<file path="src/rtl/core/cnv_pkg.sv">
package cnv_pkg;

  // default sizing of the layer
  localparam int MAX_IN_CHANNELS  = 32;
  localparam int MAX_OUT_CHANNELS = 64;
  localparam int MAX_WIDTH        = 128;
  localparam int MAX_HEIGHT       = 128;

  // fixed constants of the scheme
  localparam int KERNEL_DIM  = 3;
  localparam int KERNEL_TAPS = 9;
  localparam int BLOCK_CH    = 16;
  localparam int PIX_MAX     = 255;

  // configuration port
  localparam int CFG_DATA_W = 8;
  localparam int CFG_IDX_W  = 3;
  localparam logic [CFG_IDX_W-1:0] CFG_IN_CHANNELS  = 3'd0;
  localparam logic [CFG_IDX_W-1:0] CFG_OUT_CHANNELS = 3'd1;
  localparam logic [CFG_IDX_W-1:0] CFG_FRAME_HEIGHT = 3'd2;
  localparam logic [CFG_IDX_W-1:0] CFG_FRAME_WIDTH  = 3'd3;
  localparam logic [CFG_IDX_W-1:0] CFG_RESULT_SHIFT = 3'd4;

  localparam logic [5:0] RST_IN_CHANNELS  = 6'd1;
  localparam logic [6:0] RST_OUT_CHANNELS = 7'd16;
  localparam logic [7:0] RST_FRAME_HEIGHT = 8'd128;
  localparam logic [7:0] RST_FRAME_WIDTH  = 8'd128;
  localparam logic [4:0] RST_RESULT_SHIFT = 5'd2;

  // input actions
  localparam logic [1:0] ACT_RESTART = 2'd0;
  localparam logic [1:0] ACT_WEIGHT  = 2'd1;
  localparam logic [1:0] ACT_PIXEL   = 2'd2;

  typedef enum logic [4:0] {
    ST_IDLE    = 5'b00001,
    ST_ISSUE   = 5'b00010,
    ST_MAC     = 5'b00100,
    ST_POOL_RD = 5'b01000,
    ST_POOL_WR = 5'b10000
  } state_t;

  // controller to datapath
  typedef struct packed {
    logic       ws_we;
    logic       ls_we;
    logic       tap_issue;
    logic       pad;
    logic       acc_en;
    logic       acc_first;
    logic       pool_rd;
    logic       pool_wr;
    logic       pool_first;
    logic       emit;
    logic       last;
    logic [4:0] shift;
    logic [5:0] out_channel;
    logic [5:0] pooled_row;
    logic [5:0] pooled_col;
  } dp_ctrl_t;

  // datapath to controller
  typedef struct packed {
    logic out_free;
  } dp_status_t;

  function automatic int eff_in_channels(logic [5:0] v, int mx);
    int r;
    r = int'(v);
    if (r < 1) r = 1;
    if (r > mx) r = mx;
    return r;
  endfunction

  function automatic int eff_out_channels(logic [6:0] v, int mx);
    int r;
    r = int'(v);
    if (r > mx) r = mx;
    r = r & ~(BLOCK_CH - 1);
    if (r < BLOCK_CH) r = BLOCK_CH;
    return r;
  endfunction

  function automatic int eff_dim(logic [7:0] v, int mx);
    int r;
    r = int'(v);
    if (r > mx) r = mx;
    r = r & ~1;
    if (r < 2) r = 2;
    return r;
  endfunction

  // residue of a small value modulo three
  function automatic logic [1:0] mod3(logic [2:0] v);
    logic [2:0] r;
    r = v;
    if (r >= 3'd6) r = r - 3'd6;
    else if (r >= 3'd3) r = r - 3'd3;
    return r[1:0];
  endfunction

endpackage

</file>
<file path="src/rtl/core/cnv_in_if.sv">
interface cnv_in_if;
  logic       valid;
  logic       ready;
  logic [1:0] action;
  logic [7:0] data_byte;

  modport source(output valid, output action, output data_byte, input ready);
  modport sink(input valid, input action, input data_byte, output ready);
endinterface

</file>
<file path="src/rtl/core/cnv_ctrl.sv">
module cnv_ctrl #(
  parameter int MAX_IC = cnv_pkg::MAX_IN_CHANNELS,
  parameter int MAX_OC = cnv_pkg::MAX_OUT_CHANNELS,
  parameter int MAX_W  = cnv_pkg::MAX_WIDTH,
  parameter int MAX_H  = cnv_pkg::MAX_HEIGHT,
  localparam int WS_AW = $clog2(MAX_OC * MAX_IC * cnv_pkg::KERNEL_TAPS),
  localparam int LS_AW = $clog2(3 * MAX_W * MAX_IC),
  localparam int PL_AW = $clog2(MAX_OC * (MAX_W / 2))
) (
  input  logic                               clk,
  input  logic                               rst,
  cnv_in_if.sink                             request,
  input  logic                               cfg_write,
  input  logic [cnv_pkg::CFG_IDX_W-1:0]      cfg_index,
  input  logic [cnv_pkg::CFG_DATA_W-1:0]     cfg_data,
  input  cnv_pkg::dp_status_t                status,
  output cnv_pkg::dp_ctrl_t                  ctrl,
  output logic [WS_AW-1:0]                   ws_addr,
  output logic [LS_AW-1:0]                   ls_addr,
  output logic [PL_AW-1:0]                   pool_addr,
  output logic [7:0]                         wdata
);

  localparam int WS_DEPTH  = MAX_OC * MAX_IC * cnv_pkg::KERNEL_TAPS;
  localparam int WC_W      = $clog2(WS_DEPTH + 1);
  localparam int LS_ROW    = MAX_W * MAX_IC;
  localparam int POOL_COLS = MAX_W / 2;
  localparam int IC_W      = $clog2(MAX_IC + 1);
  localparam int OC_W      = $clog2(MAX_OC + 1);
  localparam int COL_W     = $clog2(MAX_W + 1);
  localparam int ROW_W     = $clog2(MAX_H + 1);
  localparam int BLK_SH    = $clog2(cnv_pkg::BLOCK_CH);
  localparam logic [1:0] TAP_END = 2'(cnv_pkg::KERNEL_DIM - 1);

  cnv_pkg::state_t state;

  logic [5:0] cfg_ic;
  logic [6:0] cfg_oc;
  logic [7:0] cfg_h;
  logic [7:0] cfg_w;
  logic [4:0] cfg_shift;

  logic [IC_W-1:0]  ic_eff;
  logic [OC_W-1:0]  oc_eff;
  logic [ROW_W-1:0] h_eff;
  logic [COL_W-1:0] w_eff;

  logic [WC_W-1:0]  weight_count;
  logic [IC_W-1:0]  ch_pos;
  logic [COL_W-1:0] col_pos;
  logic [ROW_W-1:0] row_pos;
  logic [1:0]       row_slot;

  logic [ROW_W-1:0] pt_row;
  logic [COL_W-1:0] pt_col;
  logic [1:0]       pt_slot;
  logic [3:0]       pt_mask;

  logic [OC_W-1:0] oc_idx;
  logic [IC_W-1:0] ic_idx;
  logic [1:0]      tap_r;
  logic [1:0]      tap_c;

  assign ic_eff = IC_W'(cnv_pkg::eff_in_channels(cfg_ic, MAX_IC));
  assign oc_eff = OC_W'(cnv_pkg::eff_out_channels(cfg_oc, MAX_OC));
  assign h_eff  = ROW_W'(cnv_pkg::eff_dim(cfg_h, MAX_H));
  assign w_eff  = COL_W'(cnv_pkg::eff_dim(cfg_w, MAX_W));

  // input handshake
  logic accept;
  assign request.ready = (state == cnv_pkg::ST_IDLE);
  assign accept        = request.valid && request.ready;
  assign wdata         = request.data_byte;

  // pixel position, restarted when it lies outside the frame
  logic             oob;
  logic [IC_W-1:0]  ch_cur;
  logic [COL_W-1:0] col_cur;
  logic [ROW_W-1:0] row_cur;
  logic [1:0]       slot_cur;
  logic [IC_W-1:0]  ch_inc;
  logic             chan_done, col_end, row_last;
  logic [3:0]       new_mask;

  assign oob      = (ch_pos >= ic_eff) || (col_pos >= w_eff) || (row_pos >= h_eff);
  assign ch_cur   = oob ? '0 : ch_pos;
  assign col_cur  = oob ? '0 : col_pos;
  assign row_cur  = oob ? '0 : row_pos;
  assign slot_cur = oob ? 2'd0 : row_slot;
  assign ch_inc   = ch_cur + IC_W'(1);
  assign chan_done = (ch_inc == ic_eff);
  assign col_end  = (col_cur == w_eff - COL_W'(1));
  assign row_last = (row_cur == h_eff - ROW_W'(1));

  // convolution points completed by this pixel, in output order
  assign new_mask[0] = (row_cur != '0) && (col_cur != '0);
  assign new_mask[1] = (row_cur != '0) && col_end;
  assign new_mask[2] = row_last && (col_cur != '0);
  assign new_mask[3] = row_last && col_end;

  // current point
  logic [1:0]       pidx;
  logic [3:0]       pbit;
  logic [ROW_W-1:0] pr;
  logic [COL_W-1:0] pc;
  logic [1:0]       pslot;

  always_comb begin
    if (pt_mask[0]) pidx = 2'd0;
    else if (pt_mask[1]) pidx = 2'd1;
    else if (pt_mask[2]) pidx = 2'd2;
    else pidx = 2'd3;
  end

  assign pbit  = 4'b0001 << pidx;
  assign pr    = pt_row - ((pidx[1] == 1'b0) ? ROW_W'(1) : ROW_W'(0));
  assign pc    = pt_col - (pidx[0] ? COL_W'(0) : COL_W'(1));
  assign pslot = (pidx[1] == 1'b0) ? cnv_pkg::mod3(3'(pt_slot) + 3'd2) : pt_slot;

  // tap position, offset by one so that padding shows as zero or past the edge
  logic [ROW_W:0] tr_u;
  logic [COL_W:0] tc_u;
  logic [1:0]     tslot;
  logic           pad;

  assign tr_u  = {1'b0, pr} + (ROW_W + 1)'(tap_r);
  assign tc_u  = {1'b0, pc} + (COL_W + 1)'(tap_c);
  assign tslot = cnv_pkg::mod3(3'(pslot) + 3'(tap_r) + 3'd2);
  assign pad   = (tr_u == '0) || (tr_u > {1'b0, h_eff}) ||
                 (tc_u == '0) || (tc_u > {1'b0, w_eff});

  logic last_tap, last_oc, need_out;
  assign last_tap = (ic_idx == ic_eff - IC_W'(1)) && (tap_r == TAP_END) && (tap_c == TAP_END);
  assign last_oc  = (oc_idx == oc_eff - OC_W'(1));
  assign need_out = pr[0] && pc[0];

  // address generation
  always_comb begin
    if (state == cnv_pkg::ST_IDLE) begin
      ws_addr = WS_AW'(weight_count);
      ls_addr = LS_AW'(int'(slot_cur) * LS_ROW + int'(col_cur) * MAX_IC + int'(ch_cur));
    end else begin
      ws_addr = WS_AW'(((int'(oc_idx >> BLK_SH) * int'(ic_eff) + int'(ic_idx))
                        * cnv_pkg::BLOCK_CH + int'(oc_idx[BLK_SH-1:0]))
                       * cnv_pkg::KERNEL_TAPS
                       + int'(tap_r) * cnv_pkg::KERNEL_DIM + int'(tap_c));
      ls_addr = LS_AW'(int'(tslot) * LS_ROW + (int'(tc_u) - 1) * MAX_IC + int'(ic_idx));
    end
  end

  assign pool_addr = PL_AW'(int'(oc_idx) * POOL_COLS + int'(pc >> 1));

  // commands to the datapath
  always_comb begin
    ctrl             = '0;
    ctrl.shift       = cfg_shift;
    ctrl.out_channel = 6'(oc_idx);
    ctrl.pooled_row  = 6'(pr >> 1);
    ctrl.pooled_col  = 6'(pc >> 1);
    ctrl.last        = last_oc;
    ctrl.pad         = pad;
    ctrl.pool_first  = !pr[0] && !pc[0];
    ctrl.acc_first   = (ic_idx == '0) && (tap_r == 2'd0) && (tap_c == 2'd0);
    case (state)
      cnv_pkg::ST_IDLE: begin
        ctrl.ws_we = accept && (request.action == cnv_pkg::ACT_WEIGHT) &&
                     (weight_count < WC_W'(WS_DEPTH));
        ctrl.ls_we = accept && (request.action == cnv_pkg::ACT_PIXEL);
      end
      cnv_pkg::ST_ISSUE:   ctrl.tap_issue = 1'b1;
      cnv_pkg::ST_MAC:     ctrl.acc_en = 1'b1;
      cnv_pkg::ST_POOL_RD: ctrl.pool_rd = 1'b1;
      cnv_pkg::ST_POOL_WR: begin
        ctrl.pool_wr = !need_out || status.out_free;
        ctrl.emit    = need_out && status.out_free;
      end
      default: ;
    endcase
  end

  // configuration registers
  always_ff @(posedge clk) begin
    if (rst) begin
      cfg_ic    <= cnv_pkg::RST_IN_CHANNELS;
      cfg_oc    <= cnv_pkg::RST_OUT_CHANNELS;
      cfg_h     <= cnv_pkg::RST_FRAME_HEIGHT;
      cfg_w     <= cnv_pkg::RST_FRAME_WIDTH;
      cfg_shift <= cnv_pkg::RST_RESULT_SHIFT;
    end else if (cfg_write) begin
      case (cfg_index)
        cnv_pkg::CFG_IN_CHANNELS:  cfg_ic    <= cfg_data[5:0];
        cnv_pkg::CFG_OUT_CHANNELS: cfg_oc    <= cfg_data[6:0];
        cnv_pkg::CFG_FRAME_HEIGHT: cfg_h     <= cfg_data;
        cnv_pkg::CFG_FRAME_WIDTH:  cfg_w     <= cfg_data;
        cnv_pkg::CFG_RESULT_SHIFT: cfg_shift <= cfg_data[4:0];
        default: ;
      endcase
    end
  end

  // sequencer
  always_ff @(posedge clk) begin
    if (rst) begin
      state        <= cnv_pkg::ST_IDLE;
      weight_count <= '0;
      ch_pos       <= '0;
      col_pos      <= '0;
      row_pos      <= '0;
      row_slot     <= 2'd0;
      pt_mask      <= '0;
      oc_idx       <= '0;
      ic_idx       <= '0;
      tap_r        <= 2'd0;
      tap_c        <= 2'd0;
    end else begin
      case (state)
        cnv_pkg::ST_IDLE: begin
          if (accept) begin
            case (request.action)
              cnv_pkg::ACT_RESTART: begin
                weight_count <= '0;
                ch_pos       <= '0;
                col_pos      <= '0;
                row_pos      <= '0;
                row_slot     <= 2'd0;
              end
              cnv_pkg::ACT_WEIGHT: begin
                if (weight_count < WC_W'(WS_DEPTH)) weight_count <= weight_count + WC_W'(1);
              end
              cnv_pkg::ACT_PIXEL: begin
                ch_pos   <= chan_done ? '0 : ch_inc;
                col_pos  <= col_cur;
                row_pos  <= row_cur;
                row_slot <= slot_cur;
                if (chan_done) begin
                  pt_row  <= row_cur;
                  pt_col  <= col_cur;
                  pt_slot <= slot_cur;
                  pt_mask <= new_mask;
                  oc_idx  <= '0;
                  ic_idx  <= '0;
                  tap_r   <= 2'd0;
                  tap_c   <= 2'd0;
                  if (new_mask != 4'd0) state <= cnv_pkg::ST_ISSUE;
                  if (col_end) begin
                    col_pos <= '0;
                    if (row_last) begin
                      row_pos  <= '0;
                      row_slot <= 2'd0;
                    end else begin
                      row_pos  <= row_cur + ROW_W'(1);
                      row_slot <= cnv_pkg::mod3(3'(slot_cur) + 3'd1);
                    end
                  end else begin
                    col_pos <= col_cur + COL_W'(1);
                  end
                end
              end
              default: ;
            endcase
          end
        end
        cnv_pkg::ST_ISSUE: state <= cnv_pkg::ST_MAC;
        cnv_pkg::ST_MAC: begin
          // step through taps, then input channels
          if (tap_c == TAP_END) begin
            tap_c <= 2'd0;
            if (tap_r == TAP_END) begin
              tap_r  <= 2'd0;
              ic_idx <= last_tap ? '0 : ic_idx + IC_W'(1);
            end else begin
              tap_r <= tap_r + 2'd1;
            end
          end else begin
            tap_c <= tap_c + 2'd1;
          end
          state <= last_tap ? cnv_pkg::ST_POOL_RD : cnv_pkg::ST_ISSUE;
        end
        cnv_pkg::ST_POOL_RD: state <= cnv_pkg::ST_POOL_WR;
        cnv_pkg::ST_POOL_WR: begin
          if (!need_out || status.out_free) begin
            if (last_oc) begin
              oc_idx  <= '0;
              pt_mask <= pt_mask & ~pbit;
              state   <= ((pt_mask & ~pbit) == 4'd0) ? cnv_pkg::ST_IDLE : cnv_pkg::ST_ISSUE;
            end else begin
              oc_idx <= oc_idx + OC_W'(1);
              state  <= cnv_pkg::ST_ISSUE;
            end
          end
        end
        default: state <= cnv_pkg::ST_IDLE;
      endcase
    end
  end

endmodule

</file>
<file path="src/flat_wrapper.sv">
// flat-port wrapper written by rule: the top's interface ports become plain ports
module cnv_ctrl_flat 
#(
  parameter int MAX_IC = cnv_pkg::MAX_IN_CHANNELS,
  parameter int MAX_OC = cnv_pkg::MAX_OUT_CHANNELS,
  parameter int MAX_W  = cnv_pkg::MAX_WIDTH,
  parameter int MAX_H  = cnv_pkg::MAX_HEIGHT,
  localparam int WS_AW = $clog2(MAX_OC * MAX_IC * cnv_pkg::KERNEL_TAPS),
  localparam int LS_AW = $clog2(3 * MAX_W * MAX_IC),
  localparam int PL_AW = $clog2(MAX_OC * (MAX_W / 2))
)
  (clk, rst, cfg_write, cfg_index, cfg_data, status, ctrl, ws_addr, ls_addr, pool_addr, wdata, request_valid, request_action, request_data_byte, request_ready);
  cnv_in_if request_i ();
  input  logic clk;
  input  logic rst;
  input  logic cfg_write;
  input  logic [cnv_pkg::CFG_IDX_W-1:0] cfg_index;
  input  logic [cnv_pkg::CFG_DATA_W-1:0] cfg_data;
  input  cnv_pkg::dp_status_t status;
  output cnv_pkg::dp_ctrl_t ctrl;
  output logic [WS_AW-1:0] ws_addr;
  output logic [LS_AW-1:0] ls_addr;
  output logic [PL_AW-1:0] pool_addr;
  output logic [7:0] wdata;
  input wire logic [$bits(request_i.valid)-1:0] request_valid;
  input wire logic [$bits(request_i.action)-1:0] request_action;
  input wire logic [$bits(request_i.data_byte)-1:0] request_data_byte;
  output wire logic [$bits(request_i.ready)-1:0] request_ready;
  assign request_i.valid = request_valid;
  assign request_i.action = request_action;
  assign request_i.data_byte = request_data_byte;
  assign request_ready = request_i.ready;
  cnv_ctrl #(.MAX_IC(MAX_IC), .MAX_OC(MAX_OC), .MAX_W(MAX_W), .MAX_H(MAX_H)) u_core (.clk(clk), .rst(rst), .request(request_i), .cfg_write(cfg_write), .cfg_index(cfg_index), .cfg_data(cfg_data), .status(status), .ctrl(ctrl), .ws_addr(ws_addr), .ls_addr(ls_addr), .pool_addr(pool_addr), .wdata(wdata));
endmodule
</file>
<file path="config.mk">
export PLATFORM = sky130hd
export DESIGN_NAME = cnv_ctrl_flat
export DESIGN_NICKNAME = d
export VERILOG_FILES = /design/src/rtl/core/cnv_pkg.sv /design/src/rtl/core/cnv_in_if.sv /design/src/rtl/core/cnv_ctrl.sv /design/src/flat_wrapper.sv
export SDC_FILE = /design/constraint.sdc
export NUM_CORES = 1
export LEC_CHECK = 0
export BUFFER_PORTS_ARGS = -buffer_cell sky130_fd_sc_hd__buf_2
export CELL_PAD_IN_SITES_DETAIL_PLACEMENT = 0
export CELL_PAD_IN_SITES_GLOBAL_PLACEMENT = 1
export CORE_MARGIN = 2
export CORE_UTILIZATION = 41
export DETAILED_ROUTE_END_ITERATION = 16
export PLACE_DENSITY_LB_ADDON = 0.2
export SLEW_MARGIN = 30
export SYNTH_ARGS = -nofsm -noshare
export SYNTH_HDL_FRONTEND = slang
export SYNTH_SLANG_ARGS = --single-unit
</file>
<file path="constraint.sdc">
create_clock -name clk -period 6.3 [get_ports clk]
set_input_delay 1.26 -clock clk [delete_from_list [all_inputs] [get_ports clk]]
set_output_delay 1.26 -clock clk [all_outputs]
set_load 0.05 [all_outputs]
</file>
==> flow_metrics.env <==
export IMPL_status="complete, but fails checks"
export IMPL_violations="setup timing"
export IMPL_antenna_found_initial=0
export IMPL_yosys_warnings=0
export IMPL_intPower_uw=1100
export IMPL_portBuffers=93
export IMPL_grt_pass1_vias=9379
export IMPL_drt_iter0_markers=628
export IMPL_clock_sinks=111
export IMPL_area_delta_synth_final_pct=16.4
export IMPL_crit_path_frequent_cell="ha_4"
export IMPL_setup_worst_path_start_class="flop"
export IMPL_dpl_worst_slack_ns=-0.215
export IMPL_clkPwrFrac=0.392
export IMPL_critPathKind="reg -> out"
export IMPL_nFillCells=2665
export IMPL_swShare=0.293
export IMPL_combPwrFrac=0.136
export IMPL_fp_row_count=59
export IMPL_worstPathCellList="nor4_4 -> o21ai_2 -> inv_2 -> nand2_2 -> fa_1 -> inv_1 -> ha_2 -> fa_2 -> ha_4 -> o21ai_2 -> buf_4 -> a2111oi_4 -> xor2_1 -> ha_1 -> ha_4 -> ha_4 -> or2_4 -> o31ai_2 -> a21oi_2 -> a31oi_4 -> xnor2_2 -> o21ai_4 -> buf_6"
export IMPL_cts_tree="built"
export IMPL_antenna_cells=0
export IMPL_peakVddDrop_mv=0.115
export IMPL_p_per_area_mw_per_mm2=123
export IMPL_cap_violations=0
export IMPL_synth_most_common_cell="nand2_1"
export IMPL_max_slew_margin=0.425
export IMPL_synthCells=1381
export IMPL_drive_gt1_frac=0.185
export IMPL_post_route_period_util=1.06
export IMPL_cp_startpoint="u_core.cfg_ic[2]"
export IMPL_critPathSlowestCell="fa_1"
export IMPL_worst_pin_slew_ns=0.856
export IMPL_grt_ovfl_total=0
export IMPL_grt_start_max_net_pins=52
export IMPL_rsz0062_at_grt="yes"
export IMPL_ys_ff_latch=111
export IMPL_dr_pass1_iters=5
export IMPL_drc=0
export IMPL_r2r_slack_ns=0.83
export IMPL_synth_cell_types=98
export IMPL_track_usage=0.225
export IMPL_avgRoutedWirePerCell_um=17.6
export IMPL_setup_ws_ns=-0.352
export IMPL_path_max_fanout=3
export IMPL_ys_top_cells_by_area="dfxtp_1, ha_1, nand2_1, edfxtp_1, xnor2_1"
export IMPL_die_y_um=167
export IMPL_clk_pin_slew_worst_paths_ns=0.08
export IMPL_ctsHoldBuffers=0
export IMPL_fmax_mhz=150
export IMPL_syn_nets=1547
export IMPL_hold_violations=0
export IMPL_reg2reg_to="u_core.state[0]"
export IMPL_vias=10000
export IMPL_p_leak_uw=0.00554
export IMPL_cts_buffer_depth=2
export IMPL_fin_skew_ns=0.0147
export IMPL_cp_end_kind="primary output"
export IMPL_setup_viol_count_final=4
export IMPL_die_w_um=167
export IMPL_dieArea_mm2=0.0279
export IMPL_worstHoldPathCells=2
export IMPL_syn_area_per_cell_um2=7.88
export IMPL_grt_first_pass_wirelength_um=50900
export IMPL_power_frac_seq=0.472
export IMPL_power_switching_uw=458
export IMPL_place_congestion=0.878
export IMPL_async_flop_share=0
export IMPL_wl_um=32000
export IMPL_fin_util=0.486
export IMPL_period_needed_ns=6.65
export IMPL_ys_flop_type="dfxtp_1"
export IMPL_reg2reg_depth=21
export IMPL_slew_viol_final=0
export IMPL_root_buffer="clkbuf_16"
export IMPL_hold_end="u_core.row_slot[0]"
export IMPL_initial_core_util=0.418
export IMPL_power_uw=1560
export IMPL_fp_coreArea_mm2=0.0261
export IMPL_nets=1646
export IMPL_yosysSeqAreaShare=0.221
export IMPL_max_stage_delay_ns=0.49
export IMPL_htree_levels=3
export IMPL_worst_endpoint_arrival_ns=5.39
export IMPL_ios=110
export IMPL_clock_latency_ns=0.37
export IMPL_vias_per_cell=5.52
export IMPL_ant_nets=0
export IMPL_synth_area_leader_cell="dfxtp_1"
export IMPL_hp_class="reg -> reg"
export IMPL_worstPathRequired_ns=5.04
export IMPL_syn_area_mm2=0.0109
export IMPL_worstHoldStart="u_core.row_slot[0]"
export IMPL_synth_edff_count=18
export IMPL_whs_ns=0.458
export IMPL_synth_top_area_frac=0.171
export IMPL_hpwl_um=25300
export IMPL_rr_startpoint="u_core.cfg_w[6]"
export IMPL_cts_made_buffers=9
export IMPL_synthTopCellsByCount="nand2_1, ha_1, nor2_1"
export IMPL_final_setup_tns_ns=-1.07
-- per-layer routing --
metal / up-vias / wire length [um] / GRT usage
met2: 207 / 14400 / 0.356
met1: 4754 / 15900 / 0.331
li1: 5059 / - / -
met5: - / 0 / 0
met3: 19 / 1320 / 0.0278
met4: 0 / 383 / 0.0420
-- kinds of logic after synthesis --
kind of cell / share of synthesized area
xor gates and xnor gates: 0.0896
muxes: 0.0236
AOI/OAI and AO/OA: 0.173
DFF: 0.221
and+or+nand+nor: 0.252
adders and majority gates: 0.169
buffers and inverters: 0.0716
-- worst max path at each step --
stage | endpoint | slack [ns] | depth (start not counted)
6_report | ws_addr[14] | -0.35 | 23
5_1_grt | ws_addr[14] | -0.59 | 23
4_1_cts | ws_addr[14] | -0.26 | 23
3_5_place_dp | ws_addr[14] | -0.21 | 25
3_3_place_gp | ws_addr[14] | -0.16 | 25
2_1_floorplan | ws_addr[14] | 0.01 | 23
-- power by group through the flow --
| stage | clock (uW) | combinational (uW) | sequential [uW] |
|---|---|---|---|
| after global routing | 652 | 232 | 740 |
| after global placement | 0 | 209 | 754 |
| after floorplan | 0 | 156 | 752 |
| after CTS | 622 | 211 | 738 |
| after detailed placement | 0 | 210 | 754 |
| final | 612 | 213 | 738 |
-- stage by stage --
stage	std cells	cell area (um2)
2_1_floorplan	1381	11000
3_3_place_gp	1797	12000
3_5_place_dp	1797	12000
4_1_cts	1818	12500
5_1_grt	1820	12700
6_report	1820	12700
-- timing repair --
item / in CTS / in global routing
endpoints found under the setup margin: 6 / 8
setup buffers: 5 / 2
resized for setup: 26 / 33
pin swaps: 22 / 21
-- state kept, by name, indices dropped and copies added, names as in the netlist, 3 cells and up --
register,count
u_core.cfg_h,7
u_core.cfg_ic,6
u_core.cfg_oc,3
u_core.cfg_shift,5
u_core.cfg_w,7
u_core.ch_pos,6
u_core.col_pos,8
u_core.ic_idx,6
u_core.oc_idx,7
u_core.pt_col,8
u_core.pt_mask,4
u_core.pt_row,8
u_core.row_pos,8
u_core.state,5
u_core.weight_count,15
-- critical path, delay by kind of cell, from the launching register on --
family / cells / cell delay (ns)
adders and majority gates: 7 / 2.25
AOI/OAI and AO/OA: 7 / 1.10
and+or+nand+nor: 3 / 0.47
xor gates and xnor gates: 2 / 0.43
buffers and inverters: 4 / 0.42
DFF: 1 / 0.34
-- cells in the final DEF (no fill, tap or decap), types with 8 or more instances in the layout --
cell,netlist,final
o211ai_1,12,12
xor2_1,41,41
o22ai_1,9,9
mux2i_1,20,20
xnor2_1,59,54
a21o_1,9,9
fa_1,11,9
buf_2,7,86
a21oi_1,85,75
nor2_1,124,124
clkbuf_16,0,10
nor2b_1,22,22
nand4_1,16,16
dfxtp_1,93,91
nor4_1,10,10
and2_1,23,22
nor3_1,35,32
buf_4,24,70
edfxtp_1,18,18
o21ai_0,55,50
ha_4,0,12
inv_1,96,96
ha_1,129,115
nand2b_1,22,22
or3_1,11,11
nand3_1,41,40
a22oi_1,8,8
nand2_1,152,150
or2_2,10,8
and3_1,17,17
nand3b_1,9,9
o21a_1,9,9
a31oi_1,16,15
-- area by class of cell --
class	instances	area (um2)	area share
Tap cell	335	419	0.0331
Timing Repair Buffer	163	1030	0.0817
Clock inverter	6	67.6	0.00533
Inverter	102	383	0.0302
Multi-Input combinational cell	1093	8110	0.640
Clock buffer	10	250	0.0198
Sequential cell	111	2400	0.190
Power figures use the tool's default switching activity.
